[src/rtl/eds_pkg.sv]
package eds_pkg;

   // Field widths fixed by the transaction format
   localparam int unsigned TIME_W = 32;
   localparam int unsigned OP_W   = 3;
   localparam int unsigned SRC_W  = 3;
   localparam int unsigned DUE_W  = 5;

   // Operation codes
   typedef enum logic [OP_W-1:0] {
      OP_CLEAR    = 3'd0,
      OP_ADVANCE  = 3'd1,
      OP_RESYNC   = 3'd2,
      OP_SCHEDULE = 3'd3,
      OP_CHECK    = 3'd4,
      OP_REBASE   = 3'd5
   } op_type;

   typedef struct packed {
      logic [OP_W-1:0]          op;
      logic [SRC_W-1:0]         source;
      logic signed [TIME_W-1:0] cycles;
   } req_type;

   typedef struct packed {
      logic signed [TIME_W-1:0] elapsed;
      logic                     elapsed_negative;
      logic [DUE_W-1:0]         due_mask;
      logic signed [TIME_W-1:0] earliest_deadline;
   } rsp_type;

   // Sequencer states
   typedef enum logic [2:0] {
      ST_IDLE,
      ST_OP,
      ST_SCHED_MIN,
      ST_CHECK_SRC,
      ST_REBASE_SYNC,
      ST_REBASE_DEAD
   } state_type;

   // One step of work for the shared arithmetic unit
   typedef enum logic [3:0] {
      STEP_NONE,
      STEP_CLEAR,
      STEP_ADVANCE,
      STEP_RESYNC,
      STEP_SCHED_WRITE,
      STEP_MIN,
      STEP_CHECK_GATE,
      STEP_CHECK_SRC,
      STEP_REBASE_EARLY,
      STEP_REBASE_SYNC,
      STEP_REBASE_DEAD
   } step_type;

   typedef struct packed {
      step_type step;
      logic     first;
      logic     finish;
   } ctrl_type;

endpackage

[src/rtl/event_deadline_scheduler.sv]
// Channel   Ports                        Handshake
// request   start, busy, req (req_type)  taken when start is high and busy is low
// response  rsp_valid, rsp (rsp_type)    one-cycle strobe, always taken
//
// Clear, advance, resync, unused codes and schedule of an absent source finish in the
// op state; schedule and check then sweep every source once, and rebase sweeps them
// twice, first the sync times and then the deadlines.
// All steps but clear use the single shared 32-bit adder/comparator, one source per cycle.
// Busy falls as the response strobe rises, so the next request may be taken in that cycle.
// Synchronous active-high reset returns all times to zero; the receiver cannot stall.
module event_deadline_scheduler #(
   parameter int NUM_SOURCES = 5
) (
   input  logic             clock,
   input  logic             reset,
   input  logic             start,
   output logic             busy,
   input  eds_pkg::req_type req,
   output logic             rsp_valid,
   output eds_pkg::rsp_type rsp
);

   localparam int IDX_W = $clog2(NUM_SOURCES);
   localparam int TW    = eds_pkg::TIME_W;

   eds_pkg::ctrl_type ctrl;
   logic [IDX_W-1:0]  idx;
   logic              accept;

   // Scheduler state
   logic [TW-1:0] time_ff, time_in;
   logic [TW-1:0] earliest_ff, earliest_in;
   logic [TW-1:0] sync_ff [NUM_SOURCES];
   logic [TW-1:0] dead_ff [NUM_SOURCES];

   // Latched request and result fields
   logic [IDX_W-1:0] src_ff;
   logic [TW-1:0]    cyc_ff;
   logic [TW-1:0]    elapsed_ff, elapsed_in;
   logic             neg_ff, neg_in;
   logic [eds_pkg::DUE_W-1:0] mask_ff, mask_in;
   logic             gate_ff, gate_in;
   logic             rsp_valid_ff;

   // Shared unit operands
   logic [IDX_W-1:0] rd_idx;
   logic [TW-1:0]    sync_rd, dead_rd;
   logic [TW-1:0]    alu_a, alu_b, alu_sum;
   logic             alu_sub, alu_less;

   assign accept = start && !busy;

   eds_ctrl #(
      .NUM_SOURCES (NUM_SOURCES),
      .IDX_W       (IDX_W)
   ) u_ctrl (
      .clock (clock),
      .reset (reset),
      .start (start),
      .req   (req),
      .busy  (busy),
      .ctrl  (ctrl),
      .idx   (idx)
   );

   eds_alu u_alu (
      .a    (alu_a),
      .b    (alu_b),
      .sub  (alu_sub),
      .sum  (alu_sum),
      .less (alu_less)
   );

   // Read the source named by the request for resync, else the sweep entry
   assign rd_idx  = (ctrl.step == eds_pkg::STEP_RESYNC) ? src_ff : idx;
   assign sync_rd = sync_ff[rd_idx];
   assign dead_rd = dead_ff[rd_idx];

   // Select operands for the current step
   always_comb begin
      alu_a   = time_ff;
      alu_b   = cyc_ff;
      alu_sub = 1'b1;
      unique case (ctrl.step)
         eds_pkg::STEP_ADVANCE,
         eds_pkg::STEP_SCHED_WRITE: begin
            alu_sub = 1'b0;
         end
         eds_pkg::STEP_RESYNC:       alu_b = sync_rd;
         eds_pkg::STEP_MIN: begin
            alu_a = dead_rd;
            alu_b = earliest_ff;
         end
         eds_pkg::STEP_CHECK_GATE:   alu_b = earliest_ff;
         eds_pkg::STEP_CHECK_SRC:    alu_b = dead_rd;
         eds_pkg::STEP_REBASE_EARLY: begin
            alu_a = earliest_ff;
            alu_b = time_ff;
         end
         eds_pkg::STEP_REBASE_SYNC: begin
            alu_a = sync_rd;
            alu_b = time_ff;
         end
         eds_pkg::STEP_REBASE_DEAD: begin
            alu_a = dead_rd;
            alu_b = time_ff;
         end
         default: begin
            alu_a = time_ff;
         end
      endcase
   end

   // Next values of scalar state and result fields
   always_comb begin
      time_in     = time_ff;
      earliest_in = earliest_ff;
      elapsed_in  = elapsed_ff;
      neg_in      = neg_ff;
      mask_in     = mask_ff;
      gate_in     = gate_ff;
      if (accept) begin
         elapsed_in = '0;
         neg_in     = 1'b0;
         mask_in    = '0;
      end
      unique case (ctrl.step)
         eds_pkg::STEP_CLEAR: begin
            time_in     = '0;
            earliest_in = '0;
         end
         eds_pkg::STEP_ADVANCE:    time_in = alu_sum;
         eds_pkg::STEP_RESYNC: begin
            elapsed_in = alu_sum;
            neg_in     = alu_sum[TW-1];
         end
         eds_pkg::STEP_MIN: begin
            if (ctrl.first || alu_less) begin
               earliest_in = dead_rd;
            end
         end
         eds_pkg::STEP_CHECK_GATE: gate_in = !alu_less;
         eds_pkg::STEP_CHECK_SRC: begin
            for (int k = 0; k < eds_pkg::DUE_W; k++) begin
               if ((k < NUM_SOURCES) && (idx == IDX_W'(k)) && gate_ff && !alu_less) begin
                  mask_in[k] = 1'b1;
               end
            end
         end
         eds_pkg::STEP_REBASE_EARLY: earliest_in = alu_sum;
         eds_pkg::STEP_REBASE_DEAD: begin
            if (ctrl.finish) begin
               time_in = '0;
            end
         end
         default: begin
            time_in = time_ff;
         end
      endcase
   end

   // Hold scalar state, results and the response strobe
   always_ff @(posedge clock) begin
      if (reset) begin
         time_ff      <= '0;
         earliest_ff  <= '0;
         rsp_valid_ff <= 1'b0;
         gate_ff      <= 1'b0;
      end else begin
         time_ff      <= time_in;
         earliest_ff  <= earliest_in;
         rsp_valid_ff <= ctrl.finish;
         gate_ff      <= gate_in;
      end
   end

   // Latch the request fields and result fields
   always_ff @(posedge clock) begin
      if (accept) begin
         src_ff <= IDX_W'(req.source);
         cyc_ff <= req.cycles;
      end
      elapsed_ff <= elapsed_in;
      neg_ff     <= neg_in;
      mask_ff    <= mask_in;
   end

   // Update per-source times
   always_ff @(posedge clock) begin
      if (reset) begin
         for (int i = 0; i < NUM_SOURCES; i++) begin
            sync_ff[i] <= '0;
            dead_ff[i] <= '0;
         end
      end else begin
         unique case (ctrl.step)
            eds_pkg::STEP_CLEAR: begin
               for (int i = 0; i < NUM_SOURCES; i++) begin
                  sync_ff[i] <= '0;
                  dead_ff[i] <= '0;
               end
            end
            eds_pkg::STEP_RESYNC:      sync_ff[src_ff] <= time_ff;
            eds_pkg::STEP_SCHED_WRITE: dead_ff[src_ff] <= alu_sum;
            eds_pkg::STEP_REBASE_SYNC: sync_ff[idx]    <= alu_sum;
            eds_pkg::STEP_REBASE_DEAD: dead_ff[idx]    <= alu_sum;
            default: begin
            end
         endcase
      end
   end

   // Drive the response
   assign rsp_valid             = rsp_valid_ff;
   assign rsp.elapsed           = elapsed_ff;
   assign rsp.elapsed_negative  = neg_ff;
   assign rsp.due_mask          = mask_ff;
   assign rsp.earliest_deadline = earliest_ff;

endmodule

[src/rtl/eds_alu.sv]
module eds_alu (
   input  logic [eds_pkg::TIME_W-1:0] a,
   input  logic [eds_pkg::TIME_W-1:0] b,
   input  logic                       sub,
   output logic [eds_pkg::TIME_W-1:0] sum,
   output logic                       less
);

   // Add or subtract on one wrapping adder
   assign sum = a + (b ^ {eds_pkg::TIME_W{sub}}) + eds_pkg::TIME_W'(sub);

   // Signed a < b from the difference; valid when sub is set
   assign less = (a[eds_pkg::TIME_W-1] != b[eds_pkg::TIME_W-1]) ?
                 a[eds_pkg::TIME_W-1] : sum[eds_pkg::TIME_W-1];

endmodule

[src/rtl/eds_ctrl.sv]
module eds_ctrl #(
   parameter int NUM_SOURCES = 5,
   parameter int IDX_W       = 3
) (
   input  logic                 clock,
   input  logic                 reset,
   input  logic                 start,
   input  eds_pkg::req_type     req,
   output logic                 busy,
   output eds_pkg::ctrl_type    ctrl,
   output logic [IDX_W-1:0]     idx
);

   localparam logic [IDX_W-1:0] LAST_IDX = IDX_W'(NUM_SOURCES - 1);

   eds_pkg::state_type state_ff, state_in;
   logic [IDX_W-1:0]   idx_ff, idx_in;
   logic [eds_pkg::OP_W-1:0] op_ff, op_in;
   logic               src_ok_ff, src_ok_in;
   logic               accept;

   assign accept = start && (state_ff == eds_pkg::ST_IDLE);
   assign busy   = (state_ff != eds_pkg::ST_IDLE);
   assign idx    = idx_ff;

   // Hold state, sweep index and the latched operation
   always_ff @(posedge clock) begin
      if (reset) begin
         state_ff  <= eds_pkg::ST_IDLE;
         idx_ff    <= '0;
         op_ff     <= '0;
         src_ok_ff <= 1'b0;
      end else begin
         state_ff  <= state_in;
         idx_ff    <= idx_in;
         op_ff     <= op_in;
         src_ok_ff <= src_ok_in;
      end
   end

   // Sequence the steps of each operation
   always_comb begin
      state_in    = state_ff;
      idx_in      = idx_ff;
      op_in       = op_ff;
      src_ok_in   = src_ok_ff;
      ctrl.step   = eds_pkg::STEP_NONE;
      ctrl.first  = (idx_ff == '0);
      ctrl.finish = 1'b0;
      unique case (state_ff)
         eds_pkg::ST_IDLE: begin
            if (accept) begin
               op_in     = req.op;
               src_ok_in = (32'(req.source) < NUM_SOURCES);
               idx_in    = '0;
               state_in  = eds_pkg::ST_OP;
            end
         end
         eds_pkg::ST_OP: begin
            idx_in = '0;
            unique case (op_ff)
               eds_pkg::OP_CLEAR: begin
                  ctrl.step   = eds_pkg::STEP_CLEAR;
                  ctrl.finish = 1'b1;
                  state_in    = eds_pkg::ST_IDLE;
               end
               eds_pkg::OP_ADVANCE: begin
                  ctrl.step   = eds_pkg::STEP_ADVANCE;
                  ctrl.finish = 1'b1;
                  state_in    = eds_pkg::ST_IDLE;
               end
               eds_pkg::OP_RESYNC: begin
                  if (src_ok_ff) begin
                     ctrl.step = eds_pkg::STEP_RESYNC;
                  end
                  ctrl.finish = 1'b1;
                  state_in    = eds_pkg::ST_IDLE;
               end
               eds_pkg::OP_SCHEDULE: begin
                  if (src_ok_ff) begin
                     ctrl.step = eds_pkg::STEP_SCHED_WRITE;
                     state_in  = eds_pkg::ST_SCHED_MIN;
                  end else begin
                     ctrl.finish = 1'b1;
                     state_in    = eds_pkg::ST_IDLE;
                  end
               end
               eds_pkg::OP_CHECK: begin
                  ctrl.step = eds_pkg::STEP_CHECK_GATE;
                  state_in  = eds_pkg::ST_CHECK_SRC;
               end
               eds_pkg::OP_REBASE: begin
                  ctrl.step = eds_pkg::STEP_REBASE_EARLY;
                  state_in  = eds_pkg::ST_REBASE_SYNC;
               end
               default: begin
                  ctrl.finish = 1'b1;
                  state_in    = eds_pkg::ST_IDLE;
               end
            endcase
         end
         eds_pkg::ST_SCHED_MIN: begin
            ctrl.step = eds_pkg::STEP_MIN;
            if (idx_ff == LAST_IDX) begin
               ctrl.finish = 1'b1;
               state_in    = eds_pkg::ST_IDLE;
            end else begin
               idx_in = idx_ff + 1'b1;
            end
         end
         eds_pkg::ST_CHECK_SRC: begin
            ctrl.step = eds_pkg::STEP_CHECK_SRC;
            if (idx_ff == LAST_IDX) begin
               ctrl.finish = 1'b1;
               state_in    = eds_pkg::ST_IDLE;
            end else begin
               idx_in = idx_ff + 1'b1;
            end
         end
         eds_pkg::ST_REBASE_SYNC: begin
            ctrl.step = eds_pkg::STEP_REBASE_SYNC;
            if (idx_ff == LAST_IDX) begin
               idx_in   = '0;
               state_in = eds_pkg::ST_REBASE_DEAD;
            end else begin
               idx_in = idx_ff + 1'b1;
            end
         end
         eds_pkg::ST_REBASE_DEAD: begin
            ctrl.step = eds_pkg::STEP_REBASE_DEAD;
            if (idx_ff == LAST_IDX) begin
               ctrl.finish = 1'b1;
               state_in    = eds_pkg::ST_IDLE;
            end else begin
               idx_in = idx_ff + 1'b1;
            end
         end
         default: begin
            state_in = eds_pkg::ST_IDLE;
         end
      endcase
   end

endmodule

[config.mk]
export PLATFORM = sky130hd
export DESIGN_NAME = event_deadline_scheduler
export DESIGN_NICKNAME = d
export VERILOG_FILES = /design/src/rtl/eds_pkg.sv /design/src/rtl/event_deadline_scheduler.sv /design/src/rtl/eds_alu.sv /design/src/rtl/eds_ctrl.sv
export SDC_FILE = /design/constraint.sdc
export NUM_CORES = 1
export LEC_CHECK = 0
export BUFFER_PORTS_ARGS = -buffer_cell sky130_fd_sc_hd__buf_2
export CORE_MARGIN = 2
export CORE_UTILIZATION = 25
export CTS_CLUSTER_SIZE = 30
export DETAILED_ROUTE_END_ITERATION = 16
export PLACE_DENSITY_LB_ADDON = 0.05
export SYNTH_ARGS = -nofsm -noshare
export SYNTH_HDL_FRONTEND = slang
export SYNTH_SLANG_ARGS = --single-unit
[constraint.sdc]
create_clock -name clock -period 8 [get_ports clock]
set_input_delay 1.6 -clock clock [delete_from_list [all_inputs] [get_ports clock]]
set_output_delay 1.6 -clock clock [all_outputs]
set_load 0.005 [all_outputs]
# Word level (Yosys, flattened, before mapping)
# Memory sizes are Yosys's and may differ from the RTL's.
# Index checks and enable logic that the tools add are counted.
# W data, S select, Z words.
# word_totals
inputBits	41
elab_cells	176
n_memories	2
output_inout_bits	72
register_bits	149
mem_bits_rw	320
# classes
n_reduce_logical	38
order_cmp	1
bitwise_logic	11
muxes	77
eq_ne	31
addsub	3
# memory_table
memory	depth	word_bits	read_ports	rd_clocked_by_memory_dff	wr	line_no	text
dead_ff	5	32	1	0	5	event_deadline_scheduler.sv:34	logic [TW-1:0] dead_ff [NUM_SOURCES];
sync_ff	5	32	1	0	5	event_deadline_scheduler.sv:33	logic [TW-1:0] sync_ff [NUM_SOURCES];
# op_table
cell	n
$mux W32	18
$pmux W32 S3	3
$pmux W32 S4	1
$reduce_or A32 Y1	4
$mux W3	12
$add A32 B1 Y32	1
$add A32 B32 Y32	1
$mux W1	32
$xor A32 B32 Y32	1
$pmux W3 S4	2
$pmux W4 S6	1
$pmux W4 S5	1
$eq A3 B2 Y1 const B	6
$eq A4 B3 Y1 const B	4
$eq A3 B3 Y1 const B	5
$eq A4 B4 Y1 const B	3
$logic_and A1 B1 Y1	12
$mux W5	2
$or A1 B1 Y1	10
$eq A3 B1 Y1 const B	3
$logic_not A3 Y1	3
$pmux W3 S3	1
$reduce_bool A3 Y1	3
$eq A4 B2 Y1 const B	2
other kinds (16)	30

# Logic depth before layout (Yosys ltp)
# An unclocked memory read counts as a cell.
# depth
word_depth	15
ltp_mapped	31
mapped_depth_nobuf	25

# Modules after synthesis
# From an unflattened synthesis, not the netlist that was laid out.
# hier_totals
cells_unflattened	2581
area_unflattened_um2	31891.8
# modules_own_cells
mod	area_each_um2	n_inst	cells_per_inst
event_deadline_scheduler	29054.1	1	2214
eds_alu	2188.3	1	286
eds_ctrl	649.4	1	81

# Worst setup path after synthesis
# Ideal clock, no wire load.
# synth_timing
path_kind	reg-to-reg
startpoint	reg u_ctrl.state_ff[1]
endpoint	mem sync_ff[5][30] (netlist bit), data pin
arrival_ns	6.190
stages_incl_launch_ff	28
setup_ns	0.275
synth_period_minus_slack_ns	6.464
slack_ns	1.536
cell_sequence	dfxtp_1 > buf_2 > or3b_1 > buf_6 > o21ai_4 > and2_1 > buf_2 > clkbuf_1 > clkbuf_1 > nand3_1 > nand3_1 > nand2_1 > a222oi_1 > nand3_1 > o21ai_0 > xnor2_1 > fa_1 > a21o_1 > a21o_1 > a2111oi_0 > o31ai_1 > a211oi_1 > o31ai_1 > a41o_1 > a311oi_1 > nor2_1 > a21oi_1 > inv_1
# synth_rtl
element	line_no	text
start, declared	eds_ctrl.sv:16	eds_pkg::state_type state_ff, state_in;
start signal, assigned	eds_ctrl.sv:29	state_ff <= eds_pkg::ST_IDLE;
start signal, assigned	eds_ctrl.sv:34	state_ff <= state_in;
end, declared	event_deadline_scheduler.sv:33	

==> impl_results.md <==
- Synth Area in XOR/XNOR: 0.01539
- CP peak stage delay: 0.72 ns
- Most common cell after layout, fill and taps aside: nand2_1
- Syn Inst Count: about 3200
- Worst setup EP type: flip-flop
- Die area: 130400 um^2
- Final setup fails: 0
- Crit path launch type: flip-flop
- Seq/Total Area, Yosys: 0.5964
- Max Cap Viol: 0
- Clock slew at reported path FFs: about 0.060 ns
- Initial core utilization: 0.2509
- Via count: 25630
- Crit path max fanout: 32
- Peak supply drop: 0.1419 mV
- Net Count, Synth: about 3300
- CTS tree: yes
- Antenna violations before repair: 2
- Leak: 13.84 nW
- Placement Cell Area: 34720 um^2
- RSZ-0062 raised after global routing: false
- Final WS setup: 0.5584 ns
- Die Width: between 300 and 400 um
- Nets: between 3000 and 4000
- Worst clock skew: approximately 0.032 ns
- Layout area overhead: 17.03%
- Most frequent cells in the layout: 658 x nand2_1, 579 x edfxtp_1, 474 x nor2_1
- Final Slew Violations: 0
- CP required: 8.38 ns
- Pwr dens: between 200 and 250 nW/um^2
- Buf/Inv on CP: 3
- Most used DFF post-synth: edfxtp_1
- Final wirelength: 130.6 mm
- Antenna-violating nets left: 0
- DRC: 0
- Post-synth EDFFs: 579
- Slew HR: 0.1404
- Dpl hpwl: 83.45 mm
- Core area: between 100000 and 150000 um^2
- Post-Synth Simple-Gate Area: 0.2196
- Final hold slack: 0.4518 ns
- Later-pin clock latency in the skew report: 0.67 ns
- Via-to-Cell Ratio: 5.071
- FP Rows: between 100 and 150
- GRT Total Usage: 0.1975
- Final critical-path required period: 7.442 ns
- Slowest-stage cell, CP: a2111oi_1
- Async S/R FF share, synth: 0
- FMAX: ~0.13 GHz
- Number of synthesized register bits: 660
- Synth unique cells: 81
- Crit-path cells: nand4bb_1 > o21ai_4 > and2_4 > buf_12 > nand3_1 > nand3_1 > nand2_1 > nand2_1 > nand3_1 > o21ai_0 > xnor2_1 > fa_1 > a21o_1 > a21o_1 > a2111oi_1 > o31ai_1 > a211oi_1 > o31ai_1 > a2111oi_0 > or3_1 > buf_4 > nor2_1 > a21oi_1 > inv_1
- Status: complete, no violations
- Largest family of logic cells by synthesized area: simple AND/OR/NAND/NOR gates
- Post-Synth Adder-Cell Area: 0.01437
- Fillers: ~13000
- Syn avg cell area: 9.837 um^2
- Dpl ws: approximately 0.084 ns
- Endpoints failing hold: 0
- Vias in the first global route: ~25000
- Largest net degree at the start of global routing: 50
- I/O Pins: 113
- Yosys warnings: 0
- Layout cells sized above 1: 0.1294
- CP top delay family: compound AO/OA/AOI/OAI gates
- Top cell type by total area after synthesis: edfxtp_1
- H-tree Lvls: 3
- Gpl congestion: 0.8889
- Overall Power: between 8 and 9 mW
- Initial DRT Pass Iterations: 6
- Final worst path period share: 0.9302
- Slew @ Worst Pin: 1.280 ns
- TritonCTS Buffers: 83
- Crit path top cell by count: nand3_1
- Deepest clock path buffer count: 3
- Iter 0 DRT Violations: between 2000 and 3000
- Grt ovf: 0
- Post-synth top area share: 0.5455
- Port buffer count: approximately 110
- Final Cell Area: approximately 37000 um^2
- Die Ht: 361.1 um
- Arr. time, crit path: 7.82 ns
- Clock Tree Root: clkbuf_16
- Routed WL per cell: 25.83 um
- Sink Count: 660
- Worst hold path type: reg2reg
- Setup tns final: 0 ns
- Number of diodes: 0
- Area fraction in compound gates after synthesis: 0.1124
- Mux cell area share after synthesis: 0.003141
- First-pass GRT wire length: 187.6 mm
- Top cells by area, synth: edfxtp_1 55%, nand2_1 7.9%, nand3_1 6.5%
- Synthesized area: 31870 um^2
- Setup CP Type: reg2reg
power by group:
group          internal, mW  total (mW)  switching (mW)
sequential             3.91        3.99          0.0773
clock                  2.06        3.60            1.53
combinational         0.207       0.791           0.584
total                  6.18        8.37            2.20
cell families after synthesis:
logic type,count (synthesis)
AOI/OAI and AO/OA,510
xor gates and xnor gates,56
adders and majority gates,36
buffers and inverters,314
DFF,660
muxes,10
and+or+nand+nor,1654
path summary, 6_finish.rpt:
path | start | endpoint | slack (ns) | cells after the start
max | u_ctrl.op_ff[1] | sync_ff[5][28] | 0.56 | 24
min | mask_ff[1] | mask_ff[1] | 0.45 | 2
max reg2reg | u_ctrl.op_ff[1] | sync_ff[5][28] | 0.56 | 24
min reg2reg | mask_ff[1] | mask_ff[1] | 0.45 | 2
routing by layer:
metal / GRT usage / vias up / routed length, um
li1: - / 11680 / -
met1: 0.2850 / 12890 / 61400
met2: 0.3071 / 905 / 58590
met3: 0.03048 / 162 / 7837
met4: 0.05078 / 0 / 2730
met5: 0 / - / 0
worst min-delay path: cells and delay by family, from the launching register on:
kind | cells | cell delay (ns)
AOI/OAI and AO/OA | 1 | 0.06
DFF | 1 | 0.32
and+or+nand+nor | 1 | 0.04
cell type report:
cell class              instances  area, um^2  share of cell area
flip-flops and latches        660       19010              0.5096
multi-input cells            2266       11810              0.3167
clock buffers                 115        2290             0.06138
well taps                    1662        2079             0.05575
repair buffers                234        1541             0.04133
inverters                      85       319.1            0.008554
clock inverters                33       251.5            0.006742
flip-flops by register name, summed over array words and instances, names as in the netlist:
name              cells
time_ff              32
rsp_valid             1
earliest_ff          32
mask_ff               5
dead_ff             256
u_ctrl.op_ff          3
cyc_ff               32
u_ctrl.idx            3
u_ctrl.state_ff       3
elapsed_ff           32
gate_ff               1
u_ctrl.src_ok_ff      1
src_ff                3
sync_ff             256
Yosys cell counts (31+ instances only):
| cell type | count |
|---|---|
| nand2_1 | 671 |
| edfxtp_1 | 579 |
| nor2_1 | 482 |
| nand3_1 | 415 |
| clkbuf_1 | 201 |
| a21oi_1 | 167 |
| a22oi_1 | 91 |
| inv_1 | 85 |
| dfxtp_1 | 81 |
| o21ai_0 | 65 |
| xnor2_1 | 42 |
| ha_1 | 35 |
| a222oi_1 | 31 |
through the flow:
stage                     instances  utilization
after global placement         4904       0.2733
after detailed placement       4904       0.2733
final                          5055       0.2936
after CTS                      5052       0.2933
after global routing           5055       0.2936
after floorplan                3240            -
what timing repair did:
item,4_1_cts,5_1_grt
endpoints found under the setup margin,0,63
resized for setup,0,2
buffers inserted,0,3
hold buffers,0,0
Power figures use the tool's default switching activity.
